**src/design/ncc_pkg.sv**
```systemverilog
`default_nettype none

package ncc_pkg;

  localparam int DEF_MAX_WIDTH = 2048;
  localparam int DEF_MAX_DISP  = 256;
  localparam int DEF_MAX_WIN   = 15;
  localparam int MAX_ROWS      = 2048;

  localparam int CFG_DATA_W = 12;
  localparam int ROW_W      = 11;
  localparam int HEIGHT_W   = 12;

  localparam logic [11:0] RST_WIDTH  = 12'd640;
  localparam logic [11:0] RST_HEIGHT = 12'd480;
  localparam logic [8:0]  RST_DISP   = 9'd256;
  localparam logic [3:0]  RST_WIN    = 4'd3;

  localparam int FRAC_BITS   = 15;
  localparam int QUOT_W      = 17;
  localparam int COST_W      = 16;

  typedef logic signed [COST_W-1:0] cost_t;

  typedef enum logic [1:0] {
    REG_WIDTH  = 2'd0,
    REG_HEIGHT = 2'd1,
    REG_DISP   = 2'd2,
    REG_WIN    = 2'd3
  } cfg_reg_t;

endpackage

`default_nettype wire

```
**src/design/ncc_cost_unit.sv**
```systemverilog
`default_nettype none

module ncc_cost_unit #(
  parameter int NUMW = 34,
  parameter int RW   = 32
) (
  input  wire logic                                clk,
  input  wire logic                                rst,
  input  wire logic                                start,
  input  wire logic signed [NUMW-1:0]              num,
  input  wire logic        [2*RW-1:0]              prod,
  output logic                                     done,
  output ncc_pkg::cost_t                           cost
);

  localparam int PW   = 2 * RW;
  localparam int QW   = ncc_pkg::QUOT_W;
  localparam int DIVW = NUMW + ncc_pkg::FRAC_BITS + 1;
  localparam int HIW  = DIVW - QW;

  typedef enum logic [4:0] {
    C_IDLE = 5'b00001,
    C_SQRT = 5'b00010,
    C_PREP = 5'b00100,
    C_DIV  = 5'b01000,
    C_FIN  = 5'b10000
  } cstate_t;

  cstate_t          cst;
  logic [5:0]       cnt;
  logic [PW-1:0]    v;
  logic [PW-1:0]    res;
  logic [PW-1:0]    bitm;
  logic [PW-1:0]    trial;
  logic [NUMW-1:0]  mag;
  logic             num_pos;
  logic [RW-1:0]    root;
  logic [DIVW-1:0]  dividend;
  logic [HIW-1:0]   hi;
  logic [RW-1:0]    rem;
  logic [RW:0]      rem2;
  logic [QW-1:0]    low;
  logic [QW-1:0]    quo;
  ncc_pkg::cost_t   sat_cost;
  ncc_pkg::cost_t   fin_cost;

  always_comb begin
    trial    = res + bitm;
    root     = res[RW-1:0];
    dividend = (DIVW'(mag) << ncc_pkg::FRAC_BITS) + DIVW'(root >> 1);
    hi       = dividend[DIVW-1:QW];
    rem2     = {rem, low[QW-1]};
    sat_cost = num_pos ? ncc_pkg::cost_t'(16'sh8000) : ncc_pkg::cost_t'(16'sh7fff);
    if (num_pos) begin
      fin_cost = (quo > QW'(32768)) ? ncc_pkg::cost_t'(16'sh8000)
                                    : ncc_pkg::cost_t'(-$signed({1'b0, quo}));
    end else begin
      fin_cost = (quo > QW'(32767)) ? ncc_pkg::cost_t'(16'sh7fff)
                                    : ncc_pkg::cost_t'(quo);
    end
  end

  always_ff @(posedge clk) begin
    if (rst) begin
      cst  <= C_IDLE;
      done <= 1'b0;
    end else begin
      done <= 1'b0;
      case (cst)
        C_IDLE: begin
          if (start) begin
            cst <= C_SQRT;
          end
        end
        C_SQRT: begin
          if (cnt == 6'(RW - 1)) begin
            cst <= C_PREP;
          end
        end
        C_PREP: begin
          if (root == '0 || HIW'(hi) >= HIW'(root) && (HIW >= RW || hi >= HIW'(root))) begin
            cst  <= C_IDLE;
            done <= 1'b1;
          end else begin
            cst <= C_DIV;
          end
        end
        C_DIV: begin
          if (cnt == 6'(QW - 1)) begin
            cst <= C_FIN;
          end
        end
        C_FIN: begin
          cst  <= C_IDLE;
          done <= 1'b1;
        end
        default: cst <= C_IDLE;
      endcase
    end
  end

  always_ff @(posedge clk) begin
    case (cst)
      C_IDLE: begin
        v       <= prod;
        res     <= '0;
        bitm    <= PW'(1) << (PW - 2);
        cnt     <= '0;
        num_pos <= (num > 0);
        mag     <= (num < 0) ? NUMW'(-num) : NUMW'(num);
      end
      C_SQRT: begin
        if (v >= trial) begin
          v   <= v - trial;
          res <= (res >> 1) + bitm;
        end else begin
          res <= res >> 1;
        end
        bitm <= bitm >> 2;
        cnt  <= cnt + 6'd1;
      end
      C_PREP: begin
        rem  <= RW'(hi);
        low  <= dividend[QW-1:0];
        quo  <= '0;
        cnt  <= '0;
        if (root == '0) begin
          cost <= '0;
        end else begin
          cost <= sat_cost;
        end
      end
      C_DIV: begin
        if (rem2 >= {1'b0, root}) begin
          rem <= RW'(rem2 - {1'b0, root});
          quo <= {quo[QW-2:0], 1'b1};
        end else begin
          rem <= rem2[RW-1:0];
          quo <= {quo[QW-2:0], 1'b0};
        end
        low <= low << 1;
        cnt <= cnt + 6'd1;
      end
      C_FIN: begin
        cost <= fin_cost;
      end
      default: begin
        cnt <= '0;
      end
    endcase
  end

  a_start_idle: assert property (@(posedge clk) disable iff (rst)
    start |-> cst == C_IDLE) else $error("cost unit started while busy");

  a_done_src: assert property (@(posedge clk) disable iff (rst)
    done |-> $past(cst == C_PREP) || $past(cst == C_FIN))
    else $error("cost done without a finishing step");

endmodule

`default_nettype wire

```
**config.mk**
```make
export PLATFORM = sky130hd
export DESIGN_NAME = ncc_cost_unit
export DESIGN_NICKNAME = d
export VERILOG_FILES = /design/src/design/ncc_pkg.sv /design/src/design/ncc_cost_unit.sv
export SDC_FILE = /design/constraint.sdc
export NUM_CORES = 1
export LEC_CHECK = 0
export BUFFER_PORTS_ARGS = -buffer_cell sky130_fd_sc_hd__buf_4
export CELL_PAD_IN_SITES_DETAIL_PLACEMENT = 1
export CELL_PAD_IN_SITES_GLOBAL_PLACEMENT = 2
export CORE_UTILIZATION = 36
export DETAILED_ROUTE_END_ITERATION = 8
export PLACE_DENSITY_LB_ADDON = 0.15
export SLEW_MARGIN = 30
export SYNTH_ARGS = -nofsm -noshare
export SYNTH_HDL_FRONTEND = slang
export SYNTH_SLANG_ARGS = --single-unit
```
**constraint.sdc**
```tcl
create_clock -name clk -period 8.9 [get_ports clk]
set_input_delay 1.335 -clock clk [delete_from_list [all_inputs] [get_ports clk]]
set_output_delay 1.335 -clock clk [all_outputs]
set_load 0.005 [all_outputs]
```
==> metrics.md, run 1 <==
| Metric | Value |
|---|---|
| IO buf count | `117` |
| TNS Setup | `0 ps` |
| Yosys top cell area share | `34.3%` |
| Total wire length | `86600 microns` |
| Worst Tran Pin Value | `960 ps` |
| Syn_nets | `3160` |
| CTS Hold Bufs | `0` |
| Chip width | `264 microns` |
| CTS tree | `yes` |
| Yosys synthesis warning count | `0` |
| Average size of a mapped cell | `8.72 sq um` |
| Post-Syn Instances | `2841` |
| Routed vias/inst | `5.82` |
| Setup slack at placement | `1810 ps` |
| Row cnt | `95` |
| Ranking of synthesized cells by area | `edfxtp_1 34%, ha_1 11%, xnor2_1 6.0%` |
| RR Endpoint | `v[13]$_DFFE_PP_` |
| Largest net degree at the start of global routing | `81` |
| Hold_ws | `536 ps` |
| Die area | `69800 sq um` |
| Hold Startpoint | `low[0]$_SDFFCE_PP0N_` |
| Reg clk slew, reported paths | `60 ps` |
| Vias in the first global route | `22600` |
| Fmax | `0.140 GHz` |
| Sequential share of power | `24.6%` |
| Hold Path Depth | `2` |
| Max VDD drop | `163 uV` |
| Worst hold-check path type | `flip-flop to flip-flop` |
| Clock power share | `20.8%` |
| PwrDens | `309 nW/um^2` |
| Residual DRC count | `0` |
| Routed Antenna Nets | `0` |
| Layout area overhead | `13.1%` |
| Post-detail-place hpwl | `66500 microns` |
| CTS root buffer | `clkbuf_16` |
| RR Startpoint | `res[6]$_SDFFCE_PN0P_` |
| Lkg Pwr | `10.6 nW` |
| Kind of critical path | `flip-flop to flip-flop` |
| Worst-Skew Late Latency | `600 ps` |
| Core Area | `67600 sq um` |
| Setup repair bufs after CTS | `0` |
| Comb power frac | `54.6%` |
| Layout cell share with drive strength beyond 1 | `8.86%` |
| Setup crit end kind | `flip-flop` |
| Switch Pwr | `4.01 mW` |
| Clock Path Buffers | `3` |
| CTS resizes | `0` |
| Status | `finished clean` |
| Number of DRC markers in iteration 0 | `1539` |
| Num ports | `118` |
| Setup Skew | `33.1 ps` |
| First-pass GRT wire length | `134000 microns` |
| Yosys reg bits | `289` |
| R2R Setup Slk | `1760 ps` |
| Gpl congestion | `0.882` |
| CTS buffer count | `42` |
| Sw frac | `46.3%` |
| Initial antenna violation count | `6` |
| Post-synthesis cell area | `24800 sq um` |
| Pint | `4.64 mW` |
| Clock sinks | `289` |
| R2R depth | `18` |
| WL per Instance | `22.7 microns` |
| Vias | `22200` |
| Tcrit/Tclk final | `80.3%` |
| Post-synth EDFFs | `283` |
| Final WS setup | `1760 ps` |
| Final non-filler cell total | `3821` |
| Synth async-reset ratio | `0%` |
| Number of distinct library cells after synthesis | `76` |
| Tot GR Track Use | `24.5%` |
| Hold Vio Cnt, Final | `0` |
| Crit Path Max Fanout | `31` |
| Final core occ | `41.4%` |
| Layout Cell Area excl Fill | `28000 sq um` |
| Starting Density | `36.6%` |
| CP startpoint kind | `flip-flop` |
| Synth Flop Type | `edfxtp_1` |
| Final max-slew violation count | `0` |
| Critical Path RT | `9120 ps` |
| CTS H-tree depth | `2` |
| Die H | `264 microns` |
| WP data arrival | `7370 ps` |
| Pre-antenna DRT Iters | `5` |
| Final setup viols | `0` |
| Rel. slew slack | `36.0%` |
| Nets | `3232` |
| Gr ovfl total | `0` |
| Dpl cells | `3742` |
| Pwr Total | `8.65 mW` |
| Max-cap violations | `0` |
| Tmin final | `7140 ps` |
| Sequential share of the synthesized area | `34.8%` |
| Cell accounting for the most synthesized area | `edfxtp_1` |
| WHS Endpoint | `low[1]$_DFFE_PN_` |
| DP Area | `26500 sq um` |
| RSZ-0062 raised after global routing | `false` |
cell usage in the layout, fill, tap and decap left out, types with 10 or more instances in the layout:
master     instances
a211oi_1          43
a21o_1            82
a21oi_1          177
a31o_2            19
a31oi_1           63
and2_1            64
and3_1            20
and4_1            10
buf_4            142
clkbuf_16         42
edfxtp_1         283
ha_1             215
inv_1             83
mux2i_1           10
nand2_1          330
nand2b_1          34
nand3_1           51
nand4_1           72
nor2_1           230
nor2b_1           28
nor3_1            79
nor3b_1           10
nor4_1            16
o211ai_1          20
o21a_1            36
o21ai_0          259
o21bai_1          38
o31ai_1           25
or2_2             13
or3_1             18
or4_1             11
xnor2_1          171
xor2_1            85
power by group through the flow:
stage,Sequential [mW],Clock (mW),Combinational (mW)
3_3_place_gp,2.14,0,4.56
6_report,2.13,1.80,4.72
5_1_grt,2.15,1.88,5.21
3_5_place_dp,2.14,0,4.66
2_1_floorplan,1.99,0,3.29
4_1_cts,2.12,1.85,4.70
cell families (layout without fill, tap and decap cells):
family	count (synthesis)	after routing	share of synthesized area [%]
buf+inv	200	304	3.03
xor+xnor	256	256	9.06
flops	289	289	34.8
other cells	0	3	0
simple gates	1006	1006	19.5
compound gates	860	860	22.0
fa+ha+maj	218	218	11.1
mux	12	12	0.495
registers in the layout, indices dropped and copies added (netlist names), 6 cells and up:
| register | count |
|---|---|
| bitm | 32 |
| cnt | 6 |
| cost | 16 |
| low | 17 |
| mag | 34 |
| quo | 17 |
| rem | 32 |
| res | 64 |
| v | 64 |
worst max-delay path, cell delays in order (launching register included):
cell and delay (ps):
edfxtp_1 520, ha_1 410, nand4_1 160, or2_2 340, o211a_1 220, o311ai_0 570
a31oi_1 260, a31oi_1 600, a211oi_1 240, xor2_1 220, ha_1 430, nand2_1 230
nor3_1 460, nand4_1 150, o31ai_1 300, a2111oi_2 70, or2_2 570, o21ai_4 530
buf_4 470
cell type report:
cell class | instances | area [sq um]
Tap cell | 873 | 1090
Fill cell | 7891 | 39600
Clock buffer | 53 | 1120
Clock inverter | 23 | 337
Inverter | 86 | 328
Antenna cell | 3 | 7.51
Sequential cell | 289 | 8620
Multi-Input combinational cell | 2352 | 15400
Timing Repair Buffer | 142 | 1070
routing by layer:
layer,wire [microns],up-vias,track usage [%]
met5,27,-,0
met3,4580,100,3.65
met1,43000,10900,35.9
li1,-,10700,-
met2,37000,521,37.3
met4,1880,4,6.32
synth_stat cells, drive strengths merged, types with 5 or more instances:
| cell | n |
|---|---|
| a211o | 7 |
| a211oi | 43 |
| a21boi | 6 |
| a21o | 82 |
| a21oi | 177 |
| a221o | 5 |
| a221oi | 7 |
| a22oi | 5 |
| a31o | 19 |
| a31oi | 63 |
| and2 | 64 |
| and3 | 21 |
| and4 | 10 |
| clkbuf | 111 |
| dfxtp | 6 |
| edfxtp | 283 |
| ha | 215 |
| inv | 85 |
| mux2i | 10 |
| nand2 | 332 |
| nand2b | 35 |
| nand3 | 51 |
| nand4 | 72 |
| nor2 | 232 |
| nor2b | 28 |
| nor3 | 79 |
| nor3b | 10 |
| nor4 | 17 |
| o211ai | 20 |
| o21a | 36 |
| o21ai | 261 |
| o21bai | 38 |
| o31a | 8 |
| o31ai | 26 |
| o41ai | 10 |
| or2 | 14 |
| or3 | 19 |
| or4 | 14 |
| xnor2 | 171 |
| xor2 | 85 |
worst max-delay path by stage:
stage	start	end	slack, ps	cells after the start
floorplan	res[0]$_SDFFCE_PN0P_	v[0]$_DFFE_PP_	920	24
global placement	res[6]$_SDFFCE_PN0P_	v[8]$_DFFE_PP_	1990	18
detailed placement	res[6]$_SDFFCE_PN0P_	v[7]$_DFFE_PP_	1810	18
CTS	res[6]$_SDFFCE_PN0P_	v[8]$_DFFE_PP_	1790	18
global route	res[0]$_SDFFCE_PN0P_	res[14]$_SDFFCE_PN0P_	1220	23
finish	res[6]$_SDFFCE_PN0P_	v[13]$_DFFE_PP_	1760	18
Note: power is estimated with default switching activity, not from simulation.
==> run 2: changes to the inputs <==
==> constraint.sdc (replaced) <==
create_clock -name clk -period 6.19 [get_ports clk]
set_input_delay 0.9285 -clock clk [delete_from_list [all_inputs] [get_ports clk]]
set_output_delay 0.9285 -clock clk [all_outputs]
set_load 0.005 [all_outputs]
==> run 2 against run 1 <==
Critical path depth is 4 higher. Combinational power is 51% higher. Die area stayed put. Count of clock-buffer cells in the layout is 3 lower. Wire length is 0.62% lower. Sequential share of layout area is 0.60 points lower. Fmax is 20% higher. Critical path type unchanged.
==> metrics.md, run 2 (synthesis results as in run 1) <==
| Metric | Value |
|---|---|
| Status | `finished clean` |
| Lkg Pwr | `10.9 nW (+2.8%)` |
| TNS Setup | `0 ps (unchanged)` |
| CTS root buffer | `clkbuf_16` |
| Vias | `22400 (+0.65%)` |
| Fmax | `0.168 GHz (+20%)` |
| Crit Path Max Fanout | `24 (-23%)` |
| Gr ovfl total | `0 (unchanged)` |
| Num ports | `118 (unchanged)` |
| CTS buffer count | `42 (unchanged)` |
| Post-detail-place hpwl | `66900 microns (+0.68%)` |
| Worst hold-check path type | `flip-flop to flip-flop` |
| Ant diodes | `0 (-3)` |
| CTS H-tree depth | `2 (unchanged)` |
| Pre-antenna DRT Iters | `5 (unchanged)` |
| Residual DRC count | `0 (unchanged)` |
| Number of DRC markers in iteration 0 | `1382 (-10%)` |
| Die area | `69800 sq um (unchanged)` |
| Hold Vio Cnt, Final | `0 (unchanged)` |
| Final core occ | `42.2% (+0.82 points)` |
| Worst-Skew Late Latency | `590 ps (about the same)` |
| Worst Tran Pin Value | `1000 ps (+44.5 ps)` |
| Max-cap violations | `0 (unchanged)` |
| Starting Density | `36.6% (unchanged)` |
| WL per Instance | `22.2 microns (-2.1%)` |
| Max VDD drop | `214 uV (+32%)` |
| Routed vias/inst | `5.77 (-0.88%)` |
| Total wire length | `86000 microns (-0.62%)` |
| Vias in the first global route | `22700 (+0.23%)` |
| Critical Path RT | `6470 ps (-2650 ps)` |
| Pwr Total | `12.6 mW (+46%)` |
| Nets | `3292 (+1.9%)` |
| Rel. slew slack | `32.1% (-3.8 points)` |
| Routed Antenna Nets | `0 (unchanged)` |
| Layout area overhead | `15.4%` |
| First-pass GRT wire length | `134000 microns (-0.36%)` |
| Metal2 WL | `39300 microns (+6.1%)` |
| CTS Hold Bufs | `0 (unchanged)` |
| Chip width | `264 microns (unchanged)` |
| M1 WL | `40500 microns (-6.0%)` |
| Largest regs | `res: 64 flops, v: 64 flops, mag: 34 flops` |
| Die H | `264 microns (unchanged)` |
| Clock Path Buffers | `3 (unchanged)` |
| Hold Path Depth | `2 (unchanged)` |
| Largest net degree at the start of global routing | `85 (+4.9%)` |
| Met3 WL post-DR | `4470 microns (-2.5%)` |
| Layout cell share with drive strength beyond 1 | `11.2% (+2.3 points)` |
| Reg clk slew, reported paths | `60 ps (about the same)` |
| R2R depth | `22 (+4)` |
| Setup Skew | `16.2 ps (-16.8 ps)` |
| Tmin final | `5970 ps (-1170 ps)` |
| Hold_ws | `526 ps (-9.48 ps)` |
| Row cnt | `95 (unchanged)` |
| Tcrit/Tclk final | `96.4% (+16 points)` |
| Final setup viols | `0 (unchanged)` |
| Setup crit end kind | `flip-flop` |
| CTS tree | `yes` |
| Max layer used | `met4` |
| Tot GR Track Use | `24.2% (-0.25 points)` |
| Clock sinks | `289 (unchanged)` |
| WP data arrival | `6250 ps (-1120 ps)` |
| Kind of critical path | `flip-flop to flip-flop` |
| CP startpoint kind | `flip-flop` |
| RSZ-0062 raised after global routing | `true` |
| Fillers | `7859 (-0.41%)` |
| Final max-slew violation count | `0 (unchanged)` |
| Core Area | `67600 sq um (unchanged)` |
| Most common cell after layout, fill and taps aside | `nand2_1` |
| PwrDens | `442 nW/um^2 (+43%)` |
| IO buf count | `117 (unchanged)` |
| Most frequent cells in the layout | `330 x nand2_1, 283 x edfxtp_1, 256 x o21ai_0` |
| Gpl congestion | `0.891 (+0.97%)` |
| Initial antenna violation count | `3 (-3)` |
## run 2: routing by layer
metal / track usage, % / vias to the layer above
li1: - / 10800
met4: 5.85 / 0
met3: 3.29 / 98
met5: 0 / -
met2: 39.6 / 478
met1: 33.7 / 11000
## run 2: critical path, stage by stage, from the launching register on
cell and delay, ps:
edfxtp_1 420, ha_1 250, ha_1 220, a21o_1 190, a31oi_2 290, o21ai_0 190, a21boi_1 240, o21bai_1 200
a21boi_1 210, buf_4 150, nor2_1 40, o21ai_0 190, xor2_1 380, ha_1 310, nand4_1 230, or4_4 660
o31ai_2 350, a2111oi_4 90, buf_4 170, or2_4 300, o21ai_4 160, buf_12 200, buf_12 200
## run 2: metrics by stage
step / worst slack, ps / cell area (sq um) / std cells
after floorplan: 49.7 / 24800 / 2841
after global placement: -92.9 / 27000 / 3798
after detailed placement: -202 / 27000 / 3798
after CTS: 33.6 / 28500 / 3880
after global routing: -21.6 / 28600 / 3880
final: 220 / 28600 / 3880
## run 2: repair_timing
item                                    4_1_cts  5_1_grt
gates cloned                                  1        0
endpoints found under the setup margin      119      142
gates resized for setup                       8       15
buffers inserted                              3        0
pin swaps                                     2        2
## run 2: report_power, final
part | total, mW | internal (mW) | switching [mW]
Combinational | 7.11 | 2.70 | 4.41
Clock | 2.53 | 1.53 | 1.00
Sequential | 2.98 | 2.62 | 0.360
## run 2: final cells by class
cell class	instances	area (sq um)	share of cell area [%]
Clock buffer	50	1100	3.85
Clock inverter	28	320	1.12
Inverter	86	328	1.15
Multi-Input combinational cell	2352	15500	54.3
Sequential cell	289	8620	30.2
Tap cell	873	1090	3.82
Timing Repair Buffer	202	1600	5.59
## run 2: worst paths after layout
check / slack, ps / end / startpoint
setup / recovery: 220 / v[59]$_DFFE_PP_ / res[0]$_SDFFCE_PN0P_
hold / removal: 530 / low[1]$_DFFE_PN_ / low[0]$_SDFFCE_PP0N_
setup reg to reg: 220 / v[59]$_DFFE_PP_ / res[0]$_SDFFCE_PN0P_
hold reg to reg: 530 / low[1]$_DFFE_PN_ / low[0]$_SDFFCE_PP0N_
==> run 3: changes to the inputs <==
--- a/config.mk
+++ b/config.mk
@@ -5,12 +5,13 @@
 export SDC_FILE = /design/constraint.sdc
 export NUM_CORES = 1
 export LEC_CHECK = 0
-export BUFFER_PORTS_ARGS = -buffer_cell sky130_fd_sc_hd__buf_4
+export BUFFER_PORTS_ARGS = -buffer_cell sky130_fd_sc_hd__clkbuf_2
 export CELL_PAD_IN_SITES_DETAIL_PLACEMENT = 1
 export CELL_PAD_IN_SITES_GLOBAL_PLACEMENT = 2
 export CORE_UTILIZATION = 36
 export DETAILED_ROUTE_END_ITERATION = 8
-export PLACE_DENSITY_LB_ADDON = 0.15
+export GPL_ROUTABILITY_DRIVEN = 0
+export PLACE_DENSITY = 0.79
 export SLEW_MARGIN = 30
 export SYNTH_ARGS = -nofsm -noshare
 export SYNTH_HDL_FRONTEND = slang
==> run 3 against run 2 <==
Non-clock buffer count fell by 3. Die area did not move. Wire length fell by 2.2%. Design area fell by 1.3%. Fmax rose by 1.1%. Flip-flop and latch count did not move. First-iteration DRC count rose by 2.2%. Register-to-register slack improved by 70 ps. Count of clock-buffer cells in the layout fell by 1. Combinational power fell by 1%. Largest cell class unchanged.
==> metrics.md, run 3 (synthesis results as in run 1) <==
| Metric | Value |
|---|---|
| Max VDD drop | `177 uV (-17%)` |
| Fmax | `0.169 GHz (+1.1%)` |
| Hold Startpoint | `low[8]$_DFFE_PN_` |
| Most common cell after layout, fill and taps aside | `nand2_1` |
| Row cnt | `95 (unchanged)` |
| Setup slack at placement | `54.3 ps (+256 ps)` |
| Final max-slew violation count | `0 (unchanged)` |
| RR Endpoint | `res[3]$_SDFFCE_PN0P_` |
| R2R Setup Slk | `290 ps (+70 ps)` |
| Worst Tran Pin Value | `918 ps (-87.0 ps)` |
| GRT busiest layer | `met2` |
| Kind of critical path | `flip-flop to flip-flop` |
| TNS Setup | `0 ps (unchanged)` |
| Reg clk slew, reported paths | `60 ps (about the same)` |
| Total wire length | `84100 microns (-2.2%)` |
| Clock Path Buffers | `3 (unchanged)` |
| Final setup viols | `0 (unchanged)` |
| RSZ-0062 raised after global routing | `false` |
| Pre-antenna DRT Iters | `5 (unchanged)` |
| CP startpoint kind | `flip-flop` |
| First-pass GRT wire length | `132000 microns (-1.1%)` |
| Most frequent cells in the layout | `330 x nand2_1, 283 x edfxtp_1, 254 x o21ai_0` |
| Status | `finished clean` |
| Routed vias/inst | `5.79 (+0.42%)` |
| Gr ovfl total | `0 (unchanged)` |
| Largest regs | `res: 64 flops, v: 64 flops, mag: 34 flops` |
| Core Area | `67600 sq um (unchanged)` |
| Die H | `264 microns (unchanged)` |
| Chip width | `264 microns (unchanged)` |
| Hold Path Depth | `2 (unchanged)` |
| PwrDens | `441 nW/um^2 (about the same)` |
| Final non-filler cell total | `3872 (-0.21%)` |
| RR Startpoint | `bitm[8]$_SDFFCE_PN0P_` |
| Crit Path Max Fanout | `11 (-54%)` |
| Num ports | `118 (unchanged)` |
| CTS tree | `yes` |
| R2R depth | `23 (+4.5%)` |
| Layout area overhead | `13.8%` |
| CTS root buffer | `clkbuf_16` |
| Layout cell share with drive strength beyond 1 | `10.9% (-0.24 points)` |
| Rel. slew slack | `38.0% (+5.9 points)` |
| Worst-Skew Late Latency | `590 ps (about the same)` |
| Critical Path RT | `6490 ps (+20 ps)` |
| Dpl cells | `3796 (-0.053%)` |
| Met1 Track Usage GR | `31.6% (-2.1 points)` |
| IO buf count | `117 (unchanged)` |
| Max-cap violations | `0 (unchanged)` |
| Setup Skew | `18.1 ps (+1.82 ps)` |
| Lkg Pwr | `10.8 nW (-1.0%)` |
| Worst hold-check path type | `flip-flop to flip-flop` |
| CTS buffer count | `40 (-4.8%)` |
| Vias | `22400 (+0.21%)` |
| Largest net degree at the start of global routing | `111 (+31%)` |
| CTS H-tree depth | `2 (unchanged)` |
| Initial antenna violation count | `0 (-3)` |
| WHS Endpoint | `low[9]$_DFFE_PN_` |
| Post-detail-place hpwl | `65700 microns (-1.9%)` |
| Routed Antenna Nets | `0 (unchanged)` |
| Vias in the first global route | `23200 (+2.3%)` |
| Residual DRC count | `0 (unchanged)` |
| Die area | `69800 sq um (unchanged)` |
| Nets | `3287 (-0.15%)` |
| GR Util met3 | `3.84% (+0.55 points)` |
| Setup crit end kind | `flip-flop` |
| Clock sinks | `289 (unchanged)` |
| Tot GR Track Use | `23.7% (-0.50 points)` |
| Ant diodes | `0 (unchanged)` |
| WP data arrival | `6210 ps (-40 ps)` |
| Grt met2 use | `39.5% (-0.13 points)` |
| Tmin final | `5900 ps (-65.3 ps)` |
| Final WS setup | `285 ps (+65.3 ps)` |
| Number of DRC markers in iteration 0 | `1412 (+2.2%)` |
| Starting Density | `36.6% (unchanged)` |
| Hold Vio Cnt, Final | `0 (unchanged)` |
| Tcrit/Tclk final | `95.4% (-1.1 points)` |
| WL per Instance | `21.7 microns (-2.0%)` |
run 3: layout make-up:
type	count	area, sq um
fillers	7960	39500
multi-input cells	2352	15500
flip-flops and latches	289	8620
repair buffers	199	1260
well taps	873	1090
clock buffers	49	1050
inverters	86	328
clock inverters	24	298
run 3: report_power, final:
part / internal (mW) / leakage, nW / total, mW / switching (mW)
combinational: 2.65 / 7.27 / 7.03 / 4.38
sequential: 2.62 / 2.84 / 2.99 / 0.370
clock: 1.43 / 0.656 / 2.42 / 0.983
total: 6.71 / 10.8 / 12.4 / 5.73
run 3: through the flow:
step | hold slack, ps | power (mW) | utilization (%) | instance area, sq um
2_1_floorplan | 484 | 7.59 | - | 24800
3_3_place_gp | 499 | 9.68 | 39.5 | 26700
3_5_place_dp | 515 | 9.87 | 39.5 | 26700
4_1_cts | 529 | 12.4 | 41.5 | 28100
5_1_grt | 546 | 13.3 | 41.7 | 28200
6_report | 524 | 12.4 | 41.7 | 28200
run 3: how the worst max path moves through the flow:
stage | start | end | cells after the start | slack, ps
global placement | bitm[6]$_SDFFCE_PN0P_ | res[60]$_SDFFCE_PN0P_ | 23 | 170
detailed placement | res[0]$_SDFFCE_PN0P_ | v[58]$_DFFE_PP_ | 24 | 50
global route | bitm[16]$_SDFFCE_PN0P_ | res[29]$_SDFFCE_PN0P_ | 24 | 30
finish | bitm[8]$_SDFFCE_PN0P_ | res[3]$_SDFFCE_PN0P_ | 23 | 290
floorplan | res[0]$_SDFFCE_PN0P_ | v[0]$_DFFE_PP_ | 24 | 50
CTS | bitm[16]$_SDFFCE_PN0P_ | res[14]$_SDFFCE_PN0P_ | 24 | 8
run 3: timing repair:
action                     CTS  global route
setup endpoints to repair    0           140
setup buffers                0             2
hold buffers                 0             0
resized for setup            0            28
run 3: critical path, cell delays in order, from the launching register on:
cell and delay [ps]:
edfxtp_1 430, ha_1 360, nand4_1 130, or2_2 350, o211a_1 240, o311ai_1 380, buf_4 190, a31oi_1 180
a31oi_2 330, a21oi_1 150, o21bai_1 220, a31oi_1 120, xor2_1 170, ha_1 370, a21oi_2 200, o21ai_0 120
a21oi_1 180, o21bai_1 180, a2111oi_4 510, buf_4 210, clkbuf_4 280, nor3_1 100, xnor2_1 150, nor2_1 50
run 3: metal layers:
metal	part of all wire, %	wire length, microns
met5	0	0
met4	2.8	2340
met3	4.6	3910
met2	47	39100
met1	46	38700
